<file path="config.mk">
export PLATFORM = sky130hd
export DESIGN_NAME = lsr_front
export DESIGN_NICKNAME = d
export VERILOG_FILES = /design/src/sv/lsr_pkg.sv /design/src/sv/lsr_front.sv
export SDC_FILE = /design/constraint.sdc
export NUM_CORES = 1
export LEC_CHECK = 0
export BUFFER_PORTS_ARGS = -buffer_cell sky130_fd_sc_hd__buf_2
export CAP_MARGIN = 20
export CORE_UTILIZATION = 45
export DETAILED_ROUTE_END_ITERATION = 12
export PLACE_DENSITY = 0.79
export SLEW_MARGIN = 30
export SYNTH_ARGS = -nofsm -noshare
export SYNTH_HDL_FRONTEND = slang
export SYNTH_SLANG_ARGS = --single-unit
</file>
<file path="constraint.sdc">
create_clock -name clk -period 8.9 [get_ports clk]
set_clock_uncertainty 0.15 [all_clocks]
set_input_delay 0.89 -clock clk [delete_from_list [all_inputs] [get_ports clk]]
set_output_delay 0.89 -clock clk [all_outputs]
set_load 0.02 [all_outputs]
</file>
<file path="src/sv/lsr_pkg.sv">
// Shared types and constants of the LR shift-reduce parse engine.
`timescale 1ns / 1ps
package lsr_pkg;
	localparam int unsigned STATE_W    = 8;
	localparam int unsigned SYM_W      = 6;
	localparam int unsigned RULE_W     = 8;
	localparam int unsigned LEN_W      = 4;
	localparam int unsigned DEPTH_W    = 7;
	localparam int unsigned STACK_DEPTH = 64;
	localparam int unsigned STK_AW     = $clog2(STACK_DEPTH);
	localparam int unsigned MAX_REDUCTIONS = 63;
	localparam int unsigned RED_W      = $clog2(MAX_REDUCTIONS + 1);
	localparam int unsigned TBL_AW     = STATE_W + SYM_W;
	localparam int unsigned TBL_DEPTH  = 1 << TBL_AW;

	// Input command codes
	localparam logic [2:0] CMD_WR_ACTION = 3'd0;
	localparam logic [2:0] CMD_WR_GOTO   = 3'd1;
	localparam logic [2:0] CMD_WR_RULE   = 3'd2;
	localparam logic [2:0] CMD_TOKEN     = 3'd3;
	localparam logic [2:0] CMD_RESTART   = 3'd4;

	// Action entry kinds
	localparam logic [1:0] KIND_ERROR  = 2'd0;
	localparam logic [1:0] KIND_SHIFT  = 2'd1;
	localparam logic [1:0] KIND_REDUCE = 2'd2;
	localparam logic [1:0] KIND_ACCEPT = 2'd3;

	// Event codes
	localparam logic [1:0] EV_SHIFT  = 2'd0;
	localparam logic [1:0] EV_REDUCE = 2'd1;
	localparam logic [1:0] EV_ACCEPT = 2'd2;
	localparam logic [1:0] EV_FAIL   = 2'd3;

	typedef enum logic [2:0] {
		OP_WR_ACTION,
		OP_WR_GOTO,
		OP_WR_RULE,
		OP_TOKEN,
		OP_RESTART
	} op_t;

	typedef struct packed {
		op_t                op;
		logic [STATE_W-1:0] table_state;
		logic [SYM_W-1:0]   symbol;
		logic [1:0]         action_kind;
		logic [STATE_W-1:0] target;
		logic [RULE_W-1:0]  rule_number;
		logic [LEN_W-1:0]   rule_length;
		logic [SYM_W-1:0]   rule_lhs;
	} req_t;

	typedef enum logic [1:0] {
		PS_RUNNING,
		PS_ACCEPTED,
		PS_FAILED
	} pstat_t;

	typedef enum logic [2:0] {
		E_CLEAR,
		E_IDLE,
		E_FAIL,
		E_LOOK,
		E_ACT,
		E_RULE,
		E_STK,
		E_GOTO
	} eng_state_t;
endpackage

</file>
<file path="src/sv/lsr_front.sv">
// Front end: accepts input requests, decodes the command and queues them.
`timescale 1ns / 1ps
module lsr_front (
	input  logic              clk,
	input  logic              arst_n,
	input  logic              hold,
	input  logic              s_tvalid,
	output logic              s_tready,
	input  logic [47:0]       s_tdata,
	input  logic [2:0]        s_tuser,
	output logic              req_valid,
	input  logic              req_ready,
	output lsr_pkg::req_t     req
);
	import lsr_pkg::*;

	req_t        q_mem_q [2];
	logic        wr_ptr_q, rd_ptr_q;
	logic [1:0]  count_q;
	logic        known;
	req_t        dec;
	logic        push, pop;

	// Decode the command; unknown codes are dropped
	always_comb begin
		known = 1'b1;
		dec.op = OP_TOKEN;
		unique case (s_tuser)
			CMD_WR_ACTION: dec.op = OP_WR_ACTION;
			CMD_WR_GOTO:   dec.op = OP_WR_GOTO;
			CMD_WR_RULE:   dec.op = OP_WR_RULE;
			CMD_TOKEN:     dec.op = OP_TOKEN;
			CMD_RESTART:   dec.op = OP_RESTART;
			default:       known = 1'b0;
		endcase
		dec.table_state = s_tdata[7:0];
		dec.symbol      = s_tdata[13:8];
		dec.action_kind = s_tdata[15:14];
		dec.target      = s_tdata[23:16];
		dec.rule_number = s_tdata[31:24];
		dec.rule_length = s_tdata[35:32];
		dec.rule_lhs    = s_tdata[41:36];
	end

	assign s_tready  = (count_q != 2'd2) && !hold;
	assign push      = s_tvalid && s_tready && known;
	assign req_valid = (count_q != 2'd0);
	assign pop       = req_valid && req_ready;
	assign req       = q_mem_q[rd_ptr_q];

	// Two-entry queue
	always_ff @(posedge clk or negedge arst_n) begin
		if (!arst_n) begin
			wr_ptr_q <= 1'b0;
			rd_ptr_q <= 1'b0;
			count_q  <= 2'd0;
		end else begin
			if (push) wr_ptr_q <= !wr_ptr_q;
			if (pop)  rd_ptr_q <= !rd_ptr_q;
			count_q <= count_q + {1'b0, push} - {1'b0, pop};
		end
	end

	always_ff @(posedge clk) begin
		if (push) q_mem_q[wr_ptr_q] <= dec;
	end

	a_count_range: assert property (@(posedge clk) disable iff (!arst_n)
		count_q != 2'd3) else $error("queue count out of range");
	a_no_push_full: assert property (@(posedge clk) disable iff (!arst_n)
		count_q == 2'd2 |-> !push) else $error("push into full queue");
	a_hold_blocks: assert property (@(posedge clk) disable iff (!arst_n)
		hold |=> count_q <= $past(count_q)) else $error("queue grew while held");
endmodule

</file>
Word-level counts from Yosys, hierarchy flattened
Memories as Yosys holds them, arrays and structs flattened.
Cells that the tools add are included.

operators by class
  reduce and logical (&&, ||, !) cells = 10
  equal/unequal tests = 5
  $add $sub $neg = 2
  mux-type cells = 4

operators by type and width
  operator                                       number
  case mux 3 bit (4 select lines)                1
  == test 3 x 2 -> 1 bit, second input constant  2
  OR reduction 5 bit                             1
  logical AND 1 bit                              4
  == test 3 x 1 -> 1 bit, second input constant  1
  == test 3 bit, second input constant           1
  zero test 1 bit                                3
  zero test 3 bit                                1
  two-way mux 1 bit                              3
  adder 2 x 1 -> 2 bit                           1
  != test 2 bit, second input constant           1
  nonzero test 2 bit                             1
  subtractor 2 x 1 -> 2 bit                      1

word-level totals
  register bits = 4
  memory bits (writable) = 90
  input bits = 56
  word-level logic and storage cells = 25
  memories = 1

memories
  memory   words  width  read ports  clocked after memory_dff  wr ports  line             source
  q_mem_q  2      45     1           0                         1         lsr_front.sv:17  req_t q_mem_q [2];

Depth between registers and ports, before layout
Gate-level depths: netlist (run 1).

  depth in word-level cells = 6
  mapped depth = 7
  mapped depth without buffers = 7

Worst setup path before layout (run 1)
No wires, ideal clock.

  path type = input to register
  from = in s_tuser[1]
  to = mem q_mem_q[0][0] (netlist bit) (enable)
  data required time = 8302 ps
  path slack = 5169 ps
  buffers on the path = 0
  stages = 3
  library setup time = 448 ps
  data arrival time = 3134 ps
  cells stage by stage = o21ai_1 -> nand4b_1 -> nor2_1

between the ends
  longest elaborated chain between the ends = 6
  elaborated cells between the ends (all ways) = 10
  classes of those cells = 4 x eq/ne; 3 x mux; 3 x reduce/logical

RTL lines
  element                                      line             source
  start, declared                              lsr_front.sv:10  input logic [2:0] s_tuser,
  == test 3 bit (tied with other cells)        lsr_front.sv:28  unique case (s_tuser)
  OR reduction 5 bit (no source line) (*)      n/a
  two-way mux 1 bit (*)                        lsr_front.sv:28
  logical AND 1 bit (*)                        lsr_front.sv:46  assign push = s_tvalid && s_tready && known;
  two-way mux 1 bit (*)                        lsr_front.sv:65  if (push) q_mem_q[wr_ptr_q] <= dec;
  two-way mux 1 bit (implied by the code) (*)  lsr_front.sv:65
  end, declared                                lsr_front.sv:17

Every way passes the cells marked *; elsewhere a longest branch is shown, timed or not.

==> results of run 1 <==
## cell families (layout without fill, tap and decap cells)
logic type	after synthesis	in the layout	share of synthesized area [%]
AO/OA/AOI/OAI	3	3	0.543
adder cells (fa/ha/maj)	2	2	0.679
AND/OR/NAND/NOR	8	8	1.39
flip-flops	94	94	76.0
buffers and inverters	7	117	2.68
multiplexers	45	45	17.7
XOR/XNOR	4	4	0.951
## layout make-up
cell class	instances	area, um2	area share (%)
clock buffers	10	128	2.88
well taps	102	128	2.88
clock inverters	6	61.3	1.38
inverters	2	7.51	0.169
repair buffers	99	503	11.4
multi-input cells	62	800	18.0
flip-flops and latches	94	2800	63.3
## synthesized netlist by cell type
cell type / count
mux2_4: 39
mux2_2: 6
nand4b_1: 1
nor2b_1: 1
dfrtp_1: 4
a21o_1: 2
ha_1: 2
edfxtp_1: 90
xor2_1: 1
nand2b_1: 1
inv_1: 2
or2_1: 1
o21ai_1: 1
buf_12: 4
and2_4: 1
buf_6: 1
nor3b_1: 1
nor2_1: 2
xnor2_1: 3
## worst register-to-register path: cells and delay by family (launching register included)
kind / cells / cell delay [ns]
AND/OR/NAND/NOR: 3 / 1.01
flip-flops: 1 / 0.41
buffers and inverters: 1 / 0.47
## layer usage
layer,vias to the layer above,share of wire [%]
met3,10,5.6
met5,-,0
li1,841,-
met4,0,2.0
met2,65,51
met1,868,42
## where the power goes
part | internal [mW] | leakage (nW) | total (mW) | switching [mW]
combinational | 0.193 | 0.805 | 0.391 | 0.197
sequential | 0.532 | 0.863 | 0.575 | 0.0429
clock | 0.130 | 0.0964 | 0.271 | 0.141
total | 0.855 | 1.76 | 1.24 | 0.382
## stage by stage
step	hold WS (ns)	cells	instance area [um2]	setup slack [ns]	util [%]
2_1_floorplan	0.310	163	3690	5.17	-
3_3_place_gp	0.333	359	4240	5.80	54.3
3_5_place_dp	0.350	359	4240	5.79	54.3
4_1_cts	0.165	375	4430	5.52	56.7
5_1_grt	0.161	375	4430	5.46	56.7
6_report	0.180	375	4430	5.57	56.7
## flip-flops by register name, summed over array words and instances, names as in the netlist
signal    count
q_mem_q      90
count_q       2
wr_ptr_q      1
rd_ptr_q      1
## how the worst max path moves through the flow
stage / startpoint / endpoint / slack [ns]
2_1_floorplan: s_tuser[1] / q_mem_q[0][0] / 5.17
3_3_place_gp: s_tuser[1] / q_mem_q[1][25] / 5.80
3_5_place_dp: s_tuser[1] / q_mem_q[1][34] / 5.79
4_1_cts: rd_ptr_q / req[3] / 5.52
5_1_grt: rd_ptr_q / req[4] / 5.46
6_report: rd_ptr_q / req[3] / 5.57
==> out/metrics.cfg, run 1 <==
[placed_design]
port_buffers = 96
place.detailed.hpwl_um = 3640
gp_congestion = 0.638

[drt]
wirelength_um = 5560
avgRoutedWirePerCell_um = 14.8
drt_iter0_markers = 38
firstDrtPassIters = 4
num_vias = 1784
drc_errors = 0
ant_nets = 0
via_per_inst = 4.76

[global_route]
grt_use_met3_pct = 3.78
busiest_layer = met2
antenna_found_initial = 0
grt_use_met1_pct = 16.0
grt_overflow_total = 0
grt_pass1_wl_um = 8580
grt.total_usage_pct = 13.9
grt_pass1_vias = 1773
use_met2_pct = 23.6
grt_max_degree = 27

[floorplanning]
ios = 103
coreArea_mm2 = 0.00781
fp.dieArea_mm2 = 0.00856
die_w_um = 92.5
chipHeight_um = 92.5
row_count = 32
start_util_pct = 47.2

[finish]
drive_above_1_share_pct = 59.7
antenna_cells = 0
final_cell_mix = buf_2, edfxtp_1, mux2_4, clkbuf_8, mux2_2
fill_cells = 623
layout.nets = 326
layout.cells.most_common = buf_2
area_growth_pct = 20.2

[clock_tree]
root_buffer = clkbuf_8
clockBufferDepth = 2
hold_buffers = 0
cts_buffers = 9
clock-sinks = 94
h-tree-depth = 3
clk_pin_slew_ns = 0.09
clk_latency_ns = 0.35
cts_tree = built
postCtsSetupBuffers = 0
ctsResizeCount = 0

[sta]
fin_setup_tns_ns = 0
hold_viol = 0
max_freq_mhz = 300
slew_headroom_pct = 50.4
timing.final.crit_share_pct = 37.4
period_needed_ns = 3.33
setup_viol = 0
tightest_slew_ns = 0.744
rsz0062_at_grt = no
drv_slew = 0

[worst_setup_path]
crit-reg2reg-capture = q_mem_q[0][32]
ff2ff_setup_slack_ns = 6.51
worstPathRequired_ns = 7.86
cp_cell_sequence = buf_4, mux2_2, buf_2
timing.rr.start = count_q[1]
critPathTopFamily = flip-flops
cp_slowest_cell = dfrtp_2
cp_num_cells = 3
critPathBufInv = 2
arrival_ns = 2.29
cp-end-kind = output port
critPathMaxFanout = 24
reg2reg_depth = 4
worstSetupPathType = reg -> out
critPathMaxStageDelay_ns = 0.86
crit_path_start_kind = flip-flop

[logic_synthesis]
synth_area_mm2 = 0.00369
ys_seq_elements = 94
yosysSeqAreaShare_pct = 76.0
synth.area.top_cells = edfxtp_1, mux2_4, dfrtp_1
synth_top_cell_area_share_pct = 73.3
synth.distinct_cells = 19
netlist_instances = 163
synth_top_area_cell = edfxtp_1
syn_nets = 221
postSynthAreaPerCell_um2 = 22.6
yosys_warnings = 0

[worst_hold_path]
min_path_type = in -> async

[power]
leakage_nw = 1.76
power_density_mw_per_mm2 = 279
power_mw = 1.24
vdd_drop_max_uv = 137

[flow_run]
maxCapViolCount = 0

[outcome]
run_status = completed

No activity file was read; power rests on OpenSTA's default activity.
==> run 2: changes to the inputs <==
- clock period: 8.9 -> 3.2 ns (I/O delays scaled with it)
==> run 2 against run 1 <==
Wire length grew 8.9%. Critical path depth unchanged. Die area unchanged. Worst setup slack got worse by 4.5 ns. First-iteration DRC count decreased by 26%. Clock-buffer cell count grew 1. Largest cell class unchanged.
==> out/metrics.cfg, run 2 (synthesis gave the netlist of run 1 again) <==
[placed_design]
gp_congestion = 0.613
place.detailed.hpwl_um = 3830
port_buffers = 96

[drt]
num_vias = 1897
drt_iter0_markers = 28
ant_nets = 0
routed.top_layer = met4
wirelength_um = 6050
avgRoutedWirePerCell_um = 15.0
met1_length_um = 2570
met2_length_um = 3110
via_per_inst = 4.71
firstDrtPassIters = 4
wl_met3_um = 309
drc_errors = 0

[clock_tree]
clockBufferDepth = 2
h-tree-depth = 3
cts_buffers = 9
clk_pin_slew_ns = 0.08
ctsResizeCount = 0
cts_tree = built
clock-sinks = 94
root_buffer = clkbuf_8
clk_latency_ns = 0.33

[global_route]
grt_max_degree = 24
antenna_found_initial = 0
grt_pass1_wl_um = 9050
grt_pass1_vias = 1852
grt.total_usage_pct = 14.3
grt_overflow_total = 0

[finish]
largest_reg_flops = 90
seq_area_mm2 = 0.00280
final_cell_mix = buf_2, edfxtp_1, mux2_4, dlygate4sd3_1, clkbuf_8
drive_above_1_share_pct = 54.5
largest-register = q_mem_q
multiInputGateArea_um2 = 800
area_growth_pct = 28.0
antenna_cells = 0
fill_cells = 603
top_regs = q_mem_q: 90 flops, count_q: 2 flops
layout.nets = 354
layout.cells.most_common = buf_2

[worst_setup_path]
worstSetupPathType = reg -> out
arrival_ns = 1.63
worstPathRequired_ns = 2.73
cp-end-kind = output port
timing.rr.start = count_q[1]
crit-reg2reg-capture = count_q[1]
reg2reg_depth = 7
crit_path_start_kind = flip-flop
ff2ff_setup_slack_ns = 1.19
critPathMaxFanout = 23

[floorplanning]
coreArea_mm2 = 0.00781
fp.dieArea_mm2 = 0.00856
row_count = 32
die_w_um = 92.5
ios = 103
chipHeight_um = 92.5
start_util_pct = 47.2

[outcome]
run_status = completed

[worst_hold_path]
holdPathStages = 1
min_path_type = in -> reg
min_to = q_mem_q[0][40]
min_from = s_tdata[6]

[power]
netSwitchingPower_mw = 1.05
p_clk_share_pct = 22.8
vdd_drop_max_uv = 409
leakage_nw = 1.89
comb_power_share_pct = 34.0
internal_power_mw = 2.48
seq_power_share_pct = 43.2
power_mw = 3.53
sw_frac_of_total_pct = 29.7
power_density_mw_per_mm2 = 748

[sta]
slew_headroom_pct = 71.2
tightest_slew_ns = 0.432
rsz0062_at_grt = no
max_freq_mhz = 477
setup_viol = 0
timing.final.crit_share_pct = 65.6
drv_slew = 0
hold_viol = 0
fin_setup_tns_ns = 0
period_needed_ns = 2.10

[flow_run]
maxCapViolCount = 0

## run 2: cell type report
type                       instances  share of cell area [%]
sequential                        94                    59.4
clock buffer                      11                    2.78
inverter                           2                   0.159
clock inverter                     5                    1.56
timing repair buffer             127                    16.4
multi-input combinational         62                    16.9
tap                              102                    2.70
## run 2: per-layer routing
metal	global-route usage, %	up-vias
met2	24.4	61
met4	4.30	0
li1	-	899
met3	4.76	6
met1	17.2	931
met5	0	-
## run 2: critical path, cell delays in order, from the launching register on
cell,delay [ns]
dfrtp_2,0.36
buf_4,0.38
mux2_2,0.38
buf_2,0.16
## run 2: worst max-delay path by stage
stage / startpoint / endpoint / slack (ns) / depth (start not counted)
3_5_place_dp: s_tuser[1] / count_q[1] / 1.11 / 8
5_1_grt: rd_ptr_q / req[0] / 1.02 / 3
2_1_floorplan: count_q[1] / q_mem_q[0][0] / 0.02 / 3
4_1_cts: rd_ptr_q / req[0] / 1.07 / 3
6_report: rd_ptr_q / req[2] / 1.10 / 3
3_3_place_gp: s_tuser[1] / count_q[1] / 1.17 / 8
## run 2: power groups by stage
stage	logic, mW	clock network [mW]	registers (mW)
6_report	1.20	0.806	1.52
5_1_grt	1.28	0.880	1.54
4_1_cts	1.21	0.833	1.53
3_5_place_dp	1.19	0	1.55
3_3_place_gp	1.18	0	1.54
2_1_floorplan	0.989	0	1.54
## run 2: stage by stage
step	hold WS, ns	std cells	instance area, um2	setup WS [ns]	utilization [%]
2_1_floorplan	-0.126	163	3690	0.0234	-
3_3_place_gp	-0.0221	362	4260	1.17	54.6
3_5_place_dp	-0.0189	362	4260	1.11	54.6
4_1_cts	0.000129	393	4620	1.07	59.2
5_1_grt	0.000339	403	4720	1.02	60.4
6_report	0.0220	403	4720	1.10	60.4
## run 2: what timing repair did
item,CTS,global route
hold endpoints to repair,30,17
hold buffers,15,10
buffers inserted,0,0
